--- config.mk ---
export PLATFORM = sky130hd
export DESIGN_NAME = relay_bypass_footswitch_sequencer_core
export DESIGN_NICKNAME = d
export VERILOG_FILES = /design/src/hdl/rbfs_pkg.sv /design/src/hdl/relay_bypass_footswitch_sequencer_core.sv /design/src/hdl/rbfs_cfg.sv /design/src/hdl/rbfs_fsm.sv
export SDC_FILE = /design/constraint.sdc
export NUM_CORES = 1
export LEC_CHECK = 0
export BUFFER_PORTS_ARGS = -buffer_cell sky130_fd_sc_hd__buf_2
export CORE_AREA = 2 2 104 106
export DETAILED_ROUTE_END_ITERATION = 7
export DIE_AREA = 0 0 106 108
export GPL_TIMING_DRIVEN = 0
export SETUP_SLACK_MARGIN = 0.5
export SLEW_MARGIN = 20
export SYNTH_ARGS = -nofsm -noshare
export SYNTH_HDL_FRONTEND = slang
export SYNTH_SLANG_ARGS = --single-unit
--- constraint.sdc ---
create_clock -name clock -period 4.5 [get_ports clock]
set_clock_uncertainty 0.05 [all_clocks]
set_input_delay 0.9 -clock clock [delete_from_list [all_inputs] [get_ports clock]]
set_output_delay 0.9 -clock clock [all_outputs]
set_load 0.02 [all_outputs]
--- src/hdl/rbfs_pkg.sv ---
package rbfs_pkg;

   localparam int TICK_W  = 10;
   localparam int INDEX_W = 3;

   typedef enum logic [3:0] {
      PH_IDLE     = 4'd0,
      PH_DEBOUNCE = 4'd1,
      PH_LEAD     = 4'd2,
      PH_TAIL     = 4'd3,
      PH_SETTLE   = 4'd4,
      PH_LONG     = 4'd5,
      PH_HOLD     = 4'd6
   } phase_type;

   localparam logic [INDEX_W-1:0] CSR_DEBOUNCE   = 3'd0;
   localparam logic [INDEX_W-1:0] CSR_FET_LEAD   = 3'd1;
   localparam logic [INDEX_W-1:0] CSR_FET_TAIL   = 3'd2;
   localparam logic [INDEX_W-1:0] CSR_SETTLE     = 3'd3;
   localparam logic [INDEX_W-1:0] CSR_LONG_PRESS = 3'd4;

   localparam logic [TICK_W-1:0] DEBOUNCE_RST   = 10'd15;
   localparam logic [TICK_W-1:0] FET_LEAD_RST   = 10'd20;
   localparam logic [TICK_W-1:0] FET_TAIL_RST   = 10'd20;
   localparam logic [TICK_W-1:0] SETTLE_RST     = 10'd10;
   localparam logic [TICK_W-1:0] LONG_PRESS_RST = 10'd250;

   typedef struct packed {
      logic [TICK_W-1:0] debounce_ticks;
      logic [TICK_W-1:0] fet_lead_ticks;
      logic [TICK_W-1:0] fet_tail_ticks;
      logic [TICK_W-1:0] settle_ticks;
      logic [TICK_W-1:0] long_press_ticks;
   } tick_cfg_type;

   typedef struct packed {
      logic relay_drive;
      logic photofet_drive;
      logic busy_res;
   } drive_type;

endpackage

--- src/hdl/relay_bypass_footswitch_sequencer_core.sv ---
// relay bypass footswitch sequencer
//
// req channel: one word per millisecond tick, req_tdata[0] is the footswitch
// level (1 = pressed). rsp channel: one word per accepted tick, carrying the
// drive levels after that tick: relay/LED drive, photofet mute drive, busy.
// csr port: csr_we writes csr_wdata into the timing register at csr_index
// (0 debounce, 1 fet lead, 2 fet tail, 3 settle, 4 long press); other
// indexes are ignored. write only while no tick is in flight.
//
// the tick's state update happens at acceptance and the result sits in the
// output register on the next cycle. throughput is one tick per cycle; the
// whole state update is a single pass through the phase/counter logic.
// req_tready is high whenever the output register is empty or being emptied,
// so a stalled receiver holds the result and stalls the req side only while
// it holds.
// reset clears the phase, counter and drives (effect off) and loads the
// timing registers with 15, 20, 20, 10 and 250 ticks.
module relay_bypass_footswitch_sequencer_core #(
   parameter int COUNT_WIDTH = 10
) (
   input  logic                              clock,
   input  logic                              reset,
   input  logic                              req_tvalid,
   output logic                              req_tready,
   input  logic [7:0]                        req_tdata,   // [0] switch_pressed
   output logic                              rsp_tvalid,
   input  logic                              rsp_tready,
   output logic [7:0]                        rsp_tdata,   // [0] relay_drive,
                                                          // [1] photofet_drive, [2] busy_res
   input  logic                              csr_we,
   input  logic [rbfs_pkg::INDEX_W-1:0]      csr_index,
   input  logic [rbfs_pkg::TICK_W-1:0]       csr_wdata
);

   rbfs_pkg::tick_cfg_type cfg;
   rbfs_pkg::drive_type    drive;
   rbfs_pkg::drive_type    rsp_word_ff;
   logic                   rsp_valid_ff;
   logic                   req_take;

   assign req_tready = !rsp_valid_ff || rsp_tready;
   assign req_take   = req_tvalid && req_tready;

   rbfs_cfg u_cfg (
      .clock     (clock),
      .reset     (reset),
      .csr_we    (csr_we),
      .csr_index (csr_index),
      .csr_wdata (csr_wdata),
      .cfg       (cfg)
   );

   rbfs_fsm #(
      .COUNT_WIDTH (COUNT_WIDTH)
   ) u_fsm (
      .clock   (clock),
      .reset   (reset),
      .step    (req_take),
      .pressed (req_tdata[0]),
      .cfg     (cfg),
      .drive   (drive)
   );

   always_ff @(posedge clock) begin
      if (reset) begin
         rsp_valid_ff <= 1'b0;
      end else if (req_take) begin
         rsp_valid_ff <= 1'b1;
      end else if (rsp_tready) begin
         rsp_valid_ff <= 1'b0;
      end
   end

   always_ff @(posedge clock) begin
      if (req_take) begin
         rsp_word_ff <= drive;
      end
   end

   assign rsp_tvalid = rsp_valid_ff;
   assign rsp_tdata  = {5'b0, rsp_word_ff.busy_res, rsp_word_ff.photofet_drive,
                        rsp_word_ff.relay_drive};

endmodule

--- src/hdl/rbfs_cfg.sv ---
module rbfs_cfg (
   input  logic                                clock,
   input  logic                                reset,
   input  logic                                csr_we,
   input  logic [rbfs_pkg::INDEX_W-1:0]        csr_index,
   input  logic [rbfs_pkg::TICK_W-1:0]         csr_wdata,
   output rbfs_pkg::tick_cfg_type              cfg
);

   rbfs_pkg::tick_cfg_type cfg_ff;
   rbfs_pkg::tick_cfg_type cfg_in;

   always_comb begin
      cfg_in = cfg_ff;
      if (csr_we) begin
         unique case (csr_index)
            rbfs_pkg::CSR_DEBOUNCE:   cfg_in.debounce_ticks   = csr_wdata;
            rbfs_pkg::CSR_FET_LEAD:   cfg_in.fet_lead_ticks   = csr_wdata;
            rbfs_pkg::CSR_FET_TAIL:   cfg_in.fet_tail_ticks   = csr_wdata;
            rbfs_pkg::CSR_SETTLE:     cfg_in.settle_ticks     = csr_wdata;
            rbfs_pkg::CSR_LONG_PRESS: cfg_in.long_press_ticks = csr_wdata;
            default:                  cfg_in = cfg_ff;
         endcase
      end
   end

   always_ff @(posedge clock) begin
      if (reset) begin
         cfg_ff.debounce_ticks   <= rbfs_pkg::DEBOUNCE_RST;
         cfg_ff.fet_lead_ticks   <= rbfs_pkg::FET_LEAD_RST;
         cfg_ff.fet_tail_ticks   <= rbfs_pkg::FET_TAIL_RST;
         cfg_ff.settle_ticks     <= rbfs_pkg::SETTLE_RST;
         cfg_ff.long_press_ticks <= rbfs_pkg::LONG_PRESS_RST;
      end else begin
         cfg_ff <= cfg_in;
      end
   end

   assign cfg = cfg_ff;

endmodule

--- src/hdl/rbfs_fsm.sv ---
module rbfs_fsm #(
   parameter int COUNT_WIDTH = 10
) (
   input  logic                    clock,
   input  logic                    reset,
   input  logic                    step,
   input  logic                    pressed,
   input  rbfs_pkg::tick_cfg_type  cfg,
   output rbfs_pkg::drive_type     drive
);

   localparam int TW = rbfs_pkg::TICK_W;

   rbfs_pkg::phase_type     phase_ff, phase_in;
   logic [COUNT_WIDTH-1:0]  wait_count_ff, wait_count_in;
   logic                    effect_on_ff, effect_on_in;
   logic                    fet_on_ff, fet_on_in;
   logic                    second_ff, second_in;

   logic                    cnt_zero;
   logic                    advance;
   logic [TW-1:0]           load_sel;
   logic [COUNT_WIDTH-1:0]  load_val;
   logic                    load_phase;

   assign cnt_zero = (wait_count_ff == '0);

   // idle and hold move on the switch level, the timed phases on an expired count
   always_comb begin
      case (phase_ff)
         rbfs_pkg::PH_IDLE: advance = pressed;
         rbfs_pkg::PH_HOLD: advance = !pressed;
         default:           advance = cnt_zero;
      endcase
   end

   // next phase
   always_comb begin
      phase_in = phase_ff;
      if (advance) begin
         unique case (phase_ff)
            rbfs_pkg::PH_IDLE:     phase_in = rbfs_pkg::PH_DEBOUNCE;
            rbfs_pkg::PH_HOLD:     phase_in = rbfs_pkg::PH_LEAD;
            rbfs_pkg::PH_DEBOUNCE: phase_in = pressed ? rbfs_pkg::PH_LEAD
                                                      : rbfs_pkg::PH_LONG;
            rbfs_pkg::PH_LEAD:     phase_in = rbfs_pkg::PH_TAIL;
            rbfs_pkg::PH_TAIL:     phase_in = rbfs_pkg::PH_SETTLE;
            rbfs_pkg::PH_SETTLE:   phase_in = second_ff ? rbfs_pkg::PH_IDLE
                                                        : rbfs_pkg::PH_LONG;
            rbfs_pkg::PH_LONG:     phase_in = pressed ? rbfs_pkg::PH_HOLD
                                                      : rbfs_pkg::PH_IDLE;
            default:               phase_in = rbfs_pkg::PH_IDLE;
         endcase
      end
   end

   // the wait length follows from the phase being entered
   always_comb begin
      load_phase = 1'b1;
      case (phase_in)
         rbfs_pkg::PH_DEBOUNCE: load_sel = cfg.debounce_ticks;
         rbfs_pkg::PH_LEAD:     load_sel = cfg.fet_lead_ticks;
         rbfs_pkg::PH_TAIL:     load_sel = cfg.fet_tail_ticks;
         rbfs_pkg::PH_SETTLE:   load_sel = cfg.settle_ticks;
         rbfs_pkg::PH_LONG:     load_sel = cfg.long_press_ticks;
         default: begin
            load_sel   = '0;
            load_phase = 1'b0;
         end
      endcase
   end

   generate
      if (COUNT_WIDTH >= TW) begin : g_wide
         assign load_val = COUNT_WIDTH'(load_sel);
      end else begin : g_narrow
         // saturate when the register outgrows the counter
         assign load_val = (|load_sel[TW-1:COUNT_WIDTH]) ? '1
                                                         : load_sel[COUNT_WIDTH-1:0];
      end
   endgenerate

   // counter and drive flags
   always_comb begin
      wait_count_in = wait_count_ff;
      effect_on_in  = effect_on_ff;
      fet_on_in     = fet_on_ff;
      second_in     = second_ff;
      if (advance) begin
         wait_count_in = load_phase ? load_val : '0;
         case (phase_ff)
            rbfs_pkg::PH_HOLD: begin
               fet_on_in = 1'b1;
               second_in = 1'b1;
            end
            rbfs_pkg::PH_DEBOUNCE: begin
               if (pressed) fet_on_in = 1'b1;
            end
            rbfs_pkg::PH_LEAD:   effect_on_in = !effect_on_ff;
            rbfs_pkg::PH_TAIL:   fet_on_in    = 1'b0;
            rbfs_pkg::PH_SETTLE: second_in    = 1'b0;
            default: ;
         endcase
      end else if (phase_ff != rbfs_pkg::PH_IDLE && phase_ff != rbfs_pkg::PH_HOLD) begin
         wait_count_in = wait_count_ff - COUNT_WIDTH'(1);
      end
   end

   always_ff @(posedge clock) begin
      if (reset) begin
         phase_ff      <= rbfs_pkg::PH_IDLE;
         wait_count_ff <= '0;
         effect_on_ff  <= 1'b0;
         fet_on_ff     <= 1'b0;
         second_ff     <= 1'b0;
      end else if (step) begin
         phase_ff      <= phase_in;
         wait_count_ff <= wait_count_in;
         effect_on_ff  <= effect_on_in;
         fet_on_ff     <= fet_on_in;
         second_ff     <= second_in;
      end
   end

   assign drive.relay_drive    = effect_on_in;
   assign drive.photofet_drive = fet_on_in;
   assign drive.busy_res       = (phase_in != rbfs_pkg::PH_IDLE);

`ifndef ASSERT_OFF
   a_relay_only_after_lead: assert property (@(posedge clock) disable iff (reset)
      (effect_on_ff != $past(effect_on_ff)) |-> ($past(phase_ff) == rbfs_pkg::PH_LEAD))
      else $error("relay switched outside the lead phase");

   a_fet_off_when_idle: assert property (@(posedge clock) disable iff (reset)
      (phase_ff == rbfs_pkg::PH_IDLE) |-> !fet_on_ff)
      else $error("photofet left on in idle");

   a_second_in_sequence: assert property (@(posedge clock) disable iff (reset)
      second_ff |-> (phase_ff == rbfs_pkg::PH_LEAD || phase_ff == rbfs_pkg::PH_TAIL
                     || phase_ff == rbfs_pkg::PH_SETTLE))
      else $error("second toggle flag outside a muting sequence");

   a_count_clear_untimed: assert property (@(posedge clock) disable iff (reset)
      (phase_ff == rbfs_pkg::PH_IDLE || phase_ff == rbfs_pkg::PH_HOLD)
      |-> (wait_count_ff == '0))
      else $error("wait count live in an untimed phase");
`endif

endmodule

==> impl_metrics.toml, run 1 <==
[layout]
mostFrequentLayoutCells = "112 x nand2_1, 68 x dfxtp_1, 47 x a21oi_1"
antenna-diode-count = 0
drive_gt1_frac = 0.1279
fillcell_total = 1083
finish.net_count = 499
post-route-cell-area_um2 = 4025
syn_to_final_growth_pct = 13.67
layout_commonest_cell = "nand2_1"

[worst_setup_path]
r2r_end = "u_fsm.wait_count_ff[2]"
regToRegSetupSlack_ns = 1.06
r2r_cells = 9
worst-endpoint-arrival_ns = 3.64
worst_r2r_startpoint = "u_fsm.wait_count_ff[0]"
worst_setup_path_start_kind = "flop"
critical_path_required_ns = 4.69
setup.worst_path.end_class = "flop"
cpMostUsedCell = "mux2i_1"
cp_cell_sequence = "inv_1, ha_1, or3b_2, or4_4, o21ai_2, mux2i_1, mux2i_1, o221ai_1, and3_1"
critical-path-slowest-cell = "mux2i_1"
critical_path.n_buffers_inverters = 1
worst_path_dominant_cell_family = "simple AND/OR/NAND/NOR gates"
crit_type = "reg2reg"
critical-path-max-stage-delay_ns = 0.68
timing.critical_path.fanout_max = 5

[clock_network]
cts-buffers-inserted = 9
cts_max_level = 3
clkSinkCount = 71
cts_tree = "done"
ctsHoldBuffers = 0
ctsResizeCount = 0
clk-insertion-delay-late_ns = 0.35
cts_root_cell = "clkbuf_8"
cts.clk_slew.worst_paths_ns = 0.07
cts_setup_buffers = 0
cts_max_path_buffers = 2

[sta]
setup_viol_count_final = 0
unrepaired_setup_endpoints_after_global_routing = "no"
post-route-min-period_ns = 3.443
worst_slew_pin_slew_ns = 0.7573
timing_hold_violations_final = 0
max-slew-margin-rel = 0.4807
final-max-slew-violation-count = 0
timing.final.crit_share = 0.7650
clock.fmax_mhz = 290.5
totalNegativeSetupSlack_ns = 0

[place]
globalplace.congestion = 0.8292
hpwl_um = 6893
io_buffer_count = 22
placement.cell_area_um2 = 3836

[worst_hold_path]
cells_on_worst_hold_path = 2
hold_path.startpoint = "u_cfg.cfg[28]"
min_delay_worst_endpoint = "u_cfg.cfg[28]"
hold_path.class = "reg2reg"

[global_routing]
groute.usage.overall = 0.1790
grt_remaining_overflow = 0
pin_count_of_the_biggest_net_entering_global_routing = 13
antenna_violations_before_repair = 0
grt_first_pass_wirelength_um = 15970
first_global_vias = 3160

[power_and_ir_drop]
vdd_ir_drop_max_uv = 183.1
power_mw = 1.515
static-leakage-power_nw = 1.584
power.density_nw_per_um2 = 376.3

[die]
initial_util = 0.3461
chipWidth_um = 106
floorplan_core_area_um2 = 10230
fp.dieArea_um2 = 11450
die_h_um = 108
placementRows = 37
pin_count = 36

[detailed_routing]
drt_pre_antenna_iters = 4
met2WireLength_um = 4608
routed_wl_um = 9642
detail_route.wirelength.met1_um = 4339
drt.antenna.violating_nets = 0
detail_route.iter0.violations = 223
number_of_vias_after_detailed_routing = 3268
top_signal_layer_used = "met4"
average_wire_per_standard_cell_um = 15.73
met3_length_um = 481
detailed_route_vias_per_instance = 5.331
drc = 0

[logic_synthesis]
ys.flop_type = "dfxtp_1"
synth_enable_flop_cells = 3
synth.yosys.warnings = 0
synth.cell_area_um2 = 3541
postSynthRegisterBits = 71
netlist_instances = 435
syn-mean-instance-area_um2 = 8.140
netlist-cell-type-count = 57
async_reset_ff_frac = 0
ys_seq_area_frac = 0.4099

[flow_run]
cap_violations = 0

[status]
status = "completed"
routing by layer:
metal / up-vias / track usage
met2: 80 / 0.3051
met1: 1566 / 0.2221
li1: 1605 / -
met5: - / 0
met3: 17 / 0.04400
met4: 0 / 0.06109
synth_stat cells, types with 3 or more instances:
master    instances  area (µm²)
nand2_1         112       420.4
dfxtp_1          68        1361
a21oi_1          47       235.2
clkbuf_1         23       86.33
mux2i_1          23       230.2
nand3b_1         18       135.1
nor2_1           17       63.81
a221oi_1          9       78.83
o21ai_0           9       45.04
nor3_1            8       40.04
a31oi_1           6       37.54
inv_1             6       22.52
and3_1            5       31.28
buf_4             5       37.54
nand2b_1          5       31.28
nand3_1           5       25.02
o221ai_1          4       35.03
o22a_1            4       35.03
and2_1            3       18.77
and3b_1           3       26.28
edfxtp_1          3       90.09
nor2b_1           3       18.77
o211a_1           3       30.03
o21ba_2           3       30.03
or2_2             3       18.77
or3_1             3       18.77
logic make-up (layout without fill, tap and decap cells):
family                   after synthesis  in the layout  share of synthesized area
AO/OA/AOI/OAI                        106            106                     0.2032
XOR/XNOR                               2              2                   0.004948
adder cells (fa/ha/maj)                1              1                   0.003533
buffers and inverters                 37             75                    0.04982
flip-flops                            71             71                     0.4099
multiplexers                          23             23                    0.06502
other                                  1              5                   0.001059
AND/OR/NAND/NOR                      194            194                     0.2625
final cells by class:
type / count / area [µm²] / area share
Multi-Input combinational cell: 331 / 1928 / 0.4790
Tap cell: 136 / 170.2 / 0.04228
Clock inverter: 6 / 61.31 / 0.01523
Clock buffer: 10 / 127.6 / 0.03171
Sequential cell: 71 / 1451 / 0.3606
Buffer: 31 / 153.9 / 0.03823
Timing Repair Buffer: 22 / 110.1 / 0.02735
Inverter: 6 / 22.52 / 0.005595
stage by stage:
stage	hold slack [ns]	utilization	instances	setup slack, ns
after detailed placement	0.3963	0.3750	597	1.128
after floorplan	0.3857	-	439	1.607
final	0.4072	0.3934	613	1.057
after global placement	0.3906	0.3750	597	1.162
after CTS	0.4068	0.3934	613	1.112
after global routing	0.4279	0.3934	613	0.9313
power by group:
part	leakage, nW	internal, mW	switching (mW)
Sequential	0.582	0.659	0.0213
Combinational	0.906	0.132	0.199
Clock	0.0960	0.254	0.249
state kept, by name, summed over array words and instances, names as in the netlist:
register,cells
u_cfg.cfg,50
u_fsm.wait_count_ff,10
u_fsm.phase_ff,4
rsp_tdata,3
rsp_tvalid,1
u_fsm.effect_on_ff,1
u_fsm.fet_on_ff,1
u_fsm.second_ff,1
worst max-delay path by stage:
stage,start,end,slack (ns),cells past startpoint
after floorplan,u_fsm.wait_count_ff[0],u_fsm.wait_count_ff[2],1.61,9
after global placement,req_tdata[0],u_fsm.wait_count_ff[2],1.16,8
after detailed placement,req_tdata[0],u_fsm.wait_count_ff[2],1.13,8
after CTS,u_fsm.wait_count_ff[0],u_fsm.wait_count_ff[2],1.11,9
after global routing,u_fsm.wait_count_ff[0],u_fsm.wait_count_ff[7],0.93,9
final,u_fsm.wait_count_ff[0],u_fsm.wait_count_ff[2],1.06,9
worst min-delay path: stages (launching register included):
cell	delay, ns
dfxtp_1	0.31
nand2_1	0.05
a21oi_1	0.05
No activity file was read; power rests on OpenSTA's default activity.
==> inputs of run 2 (changes only) <==
--- a/config.mk
+++ b/config.mk
@@ -5,10 +5,11 @@
 export SDC_FILE = /design/constraint.sdc
 export NUM_CORES = 1
 export LEC_CHECK = 0
+export ABC_AREA = 1
 export BUFFER_PORTS_ARGS = -buffer_cell sky130_fd_sc_hd__buf_2
-export CORE_AREA = 2 2 104 106
+export CORE_AREA = 2 2 106 108
 export DETAILED_ROUTE_END_ITERATION = 7
-export DIE_AREA = 0 0 106 108
+export DIE_AREA = 0 0 108 110
 export GPL_TIMING_DRIVEN = 0
 export SETUP_SLACK_MARGIN = 0.5
 export SLEW_MARGIN = 20
==> constraint.sdc (replaced) <==
create_clock -name clock -period 3 [get_ports clock]
set_clock_uncertainty 0.05 [all_clocks]
set_input_delay 0.6 -clock clock [delete_from_list [all_inputs] [get_ports clock]]
set_output_delay 0.6 -clock clock [all_outputs]
set_load 0.02 [all_outputs]
==> run 2 against run 1 <==
Worst setup slack worse by 0.37 ns. Maximum frequency is 49% higher. Design area is 5.7% higher. Total power grew to 3.1 times the previous value. Global-route usage is 0.18 points higher. Critical path type unchanged. Critical endpoint is now u_fsm.wait_count_ff[4]. Largest power group is now combinational cells.
==> impl_metrics.toml, run 2 <==
[status]
status = "completed"

[logic_synthesis]
ys.flop_type = "dfxtp_1"
synth.cell_area_um2 = 3676
post_synth_main_area_contributors = "dfxtp_1 37%, nand2_1 12%, nand3_1 9.8%, nor2_1 9.6%, o21ai_0 7.4%"
most_frequent_cells_after_synthesis = "117 x nand2_1, 94 x nor2_1, 72 x nand3_1, 68 x dfxtp_1, 54 x o21ai_0"
synth.most_common_cell = "nand2_1"
synth_top_area_share = 0.3703
postSynthRegisterBits = 71
synth.yosys.warnings = 0
synth_area_leader_cell = "dfxtp_1"
netlist_instances = 552
synth_enable_flop_cells = 3
netlist-cell-type-count = 30
async_reset_ff_frac = 0
syn-mean-instance-area_um2 = 6.659
ys_seq_area_frac = 0.3948

[place]
hpwl_um = 7155
dp_worst_setup_slack_ns = 0.4834
io_buffer_count = 23
globalplace.congestion = 0.9250

[detailed_routing]
drt_pre_antenna_iters = 5
drc = 0
drt.antenna.violating_nets = 0
detailed_route_vias_per_instance = 4.965
routed_wl_um = 10080
average_wire_per_standard_cell_um = 13.65
detail_route.iter0.violations = 240
number_of_vias_after_detailed_routing = 3664

[clock_network]
cts.clk_slew.worst_paths_ns = 0.08
clkSinkCount = 71
cts_root_cell = "clkbuf_8"
cts_max_path_buffers = 2
cts-buffers-inserted = 9
ctsHoldBuffers = 0
clk-insertion-delay-late_ns = 0.36
cts_tree = "done"
cts_max_level = 3

[worst_setup_path]
crit_path_start = "u_fsm.phase_ff[0]"
timing.critical_path.fanout_max = 10
critical_path_required_ns = 3.17
worst_r2r_startpoint = "u_fsm.phase_ff[0]"
crit_type = "reg2reg"
worst-endpoint-arrival_ns = 2.47
worst_setup_path_start_kind = "flop"
setup.worst_path.end_class = "flop"

[sta]
post-route-min-period_ns = 2.308
timing_hold_violations_final = 0
postLayoutSetupSlackWorst_ns = 0.6919
clock.fmax_mhz = 433.3
worst_slew_pin_slew_ns = 0.8250
unrepaired_setup_endpoints_after_global_routing = "no"
final-max-slew-violation-count = 0
fin_worst_hold_slack_ns = 0.4087
max-slew-margin-rel = 0.4454
timing.final.crit_share = 0.7694
totalNegativeSetupSlack_ns = 0
setup_viol_count_final = 0

[power_and_ir_drop]
power_mw = 4.627
pwr-share-seq = 0.248
switchingPower_mw = 2.331
share_clk_of_total_power = 0.155
internal-power_mw = 2.296
static-leakage-power_nw = 2.019
power.share.combinational = 0.597
switching_share = 0.5038
vdd_ir_drop_max_uv = 490.4
power.density_nw_per_um2 = 1087

[global_routing]
first_global_vias = 3343
grt_remaining_overflow = 0
grt_first_pass_wirelength_um = 16750
groute.usage.overall = 0.1808
pin_count_of_the_biggest_net_entering_global_routing = 15
antenna_violations_before_repair = 0

[die]
pin_count = 36
placementRows = 38
die_h_um = 110
floorplan_core_area_um2 = 10700
initial_util = 0.3436
chipWidth_um = 108
fp.dieArea_um2 = 11880

[layout]
syn_to_final_growth_pct = 15.76
mostFrequentLayoutCells = "116 x nand2_1, 90 x nor2_1, 72 x nand3_1"
finish.net_count = 620
antenna-diode-count = 0
largest_register_ff_count = 50
layout_commonest_cell = "nand2_1"
drive_gt1_frac = 0.1605

[flow_run]
cap_violations = 0

[worst_hold_path]
hold_path.class = "reg2reg"
hold_path.startpoint = "u_cfg.cfg[37]"
[run 2: changes by cell type after synthesis, moves of 7 or more]
cell | previous run | this run
o21ai_0 | 9 | 54
a221oi_1 | 9 | 0
nor2_2 | 0 | 7
nor3_1 | 8 | 0
nand3b_1 | 18 | 0
nor2_1 | 17 | 94
a21oi_1 | 47 | 23
inv_1 | 6 | 43
nand3_1 | 5 | 72
inv_2 | 0 | 8
mux2i_1 | 23 | 0
clkbuf_1 | 23 | 12
[run 2: per-layer routing]
layer,up-vias,GRT usage,wire length [µm]
met5,-,0,0
met4,0,0.04396,113
met3,13,0.04644,627
met2,126,0.2920,4658
met1,1676,0.2427,4677
li1,1849,-,-
[run 2: logic make-up (layout without fill, tap and decap cells)]
kind of cell	count (synthesis)	in the layout	share of synthesized area
xor+xnor	7	7	0.01668
flops	71	71	0.3948
fa+ha+maj	1	1	0.003403
other cells	1	5	0.001020
compound gates	86	86	0.1208
buf+inv	80	122	0.09632
simple gates	306	306	0.3669
[run 2: per-stage QoR]
stage / cell area (µm²) / util / cells
after floorplan: 3691 / - / 556
after global placement: 3981 / 0.3722 / 719
after detailed placement: 3988 / 0.3727 / 719
after CTS: 4179 / 0.3906 / 736
after global routing: 4255 / 0.3978 / 738
final: 4255 / 0.3978 / 738
[run 2: final cells by class]
class | count | area, µm²
inverters | 55 | 206.4
multi-input cells | 405 | 1939
flip-flops and latches | 71 | 1459
well taps | 140 | 175.2
repair buffers | 26 | 137.6
fillers | 1124 | 6442
clock inverters | 7 | 55.05
clock buffers | 9 | 123.9
plain buffers | 25 | 158.9
[run 2: path summary, 6_finish.rpt]
path              depth (start not counted)                      to  slack (ns)
hold reg to reg                           2           u_cfg.cfg[37]        0.41
setup reg to reg                         16  u_fsm.wait_count_ff[4]        0.69
setup / recovery                         16  u_fsm.wait_count_ff[4]        0.69
hold / removal                            2           u_cfg.cfg[37]        0.41
[run 2: power groups by stage]
stage          registers, mW  logic [mW]  clock network (mW)
6_report                1.15        2.76               0.717
5_1_grt                 1.16        3.07               0.783
4_1_cts                 1.14        2.58               0.738
3_5_place_dp            1.16        2.53                   0
3_3_place_gp            1.16        2.52                   0
2_1_floorplan           1.16        1.87                   0
[run 2: critical path: stages, from the launching register on]
cell     delay, ns
dfxtp_2       0.36
inv_2         0.10
nand2_1       0.08
nor2_2        0.19
nor2_2        0.09
nand3_4       0.08
nand2_1       0.09
buf_6         0.16
nor2_4        0.16
nor2_2        0.08
buf_4         0.18
nand3_1       0.09
nand2_1       0.07
nor2_1        0.15
nand2_1       0.11
nand2_1       0.08
a21oi_1       0.06
[run 2: what timing repair did]
item	4_1_cts	5_1_grt
setup buffers	1	2
setup endpoints to repair	3	10
resized for setup	1	19
pin swaps	1	4
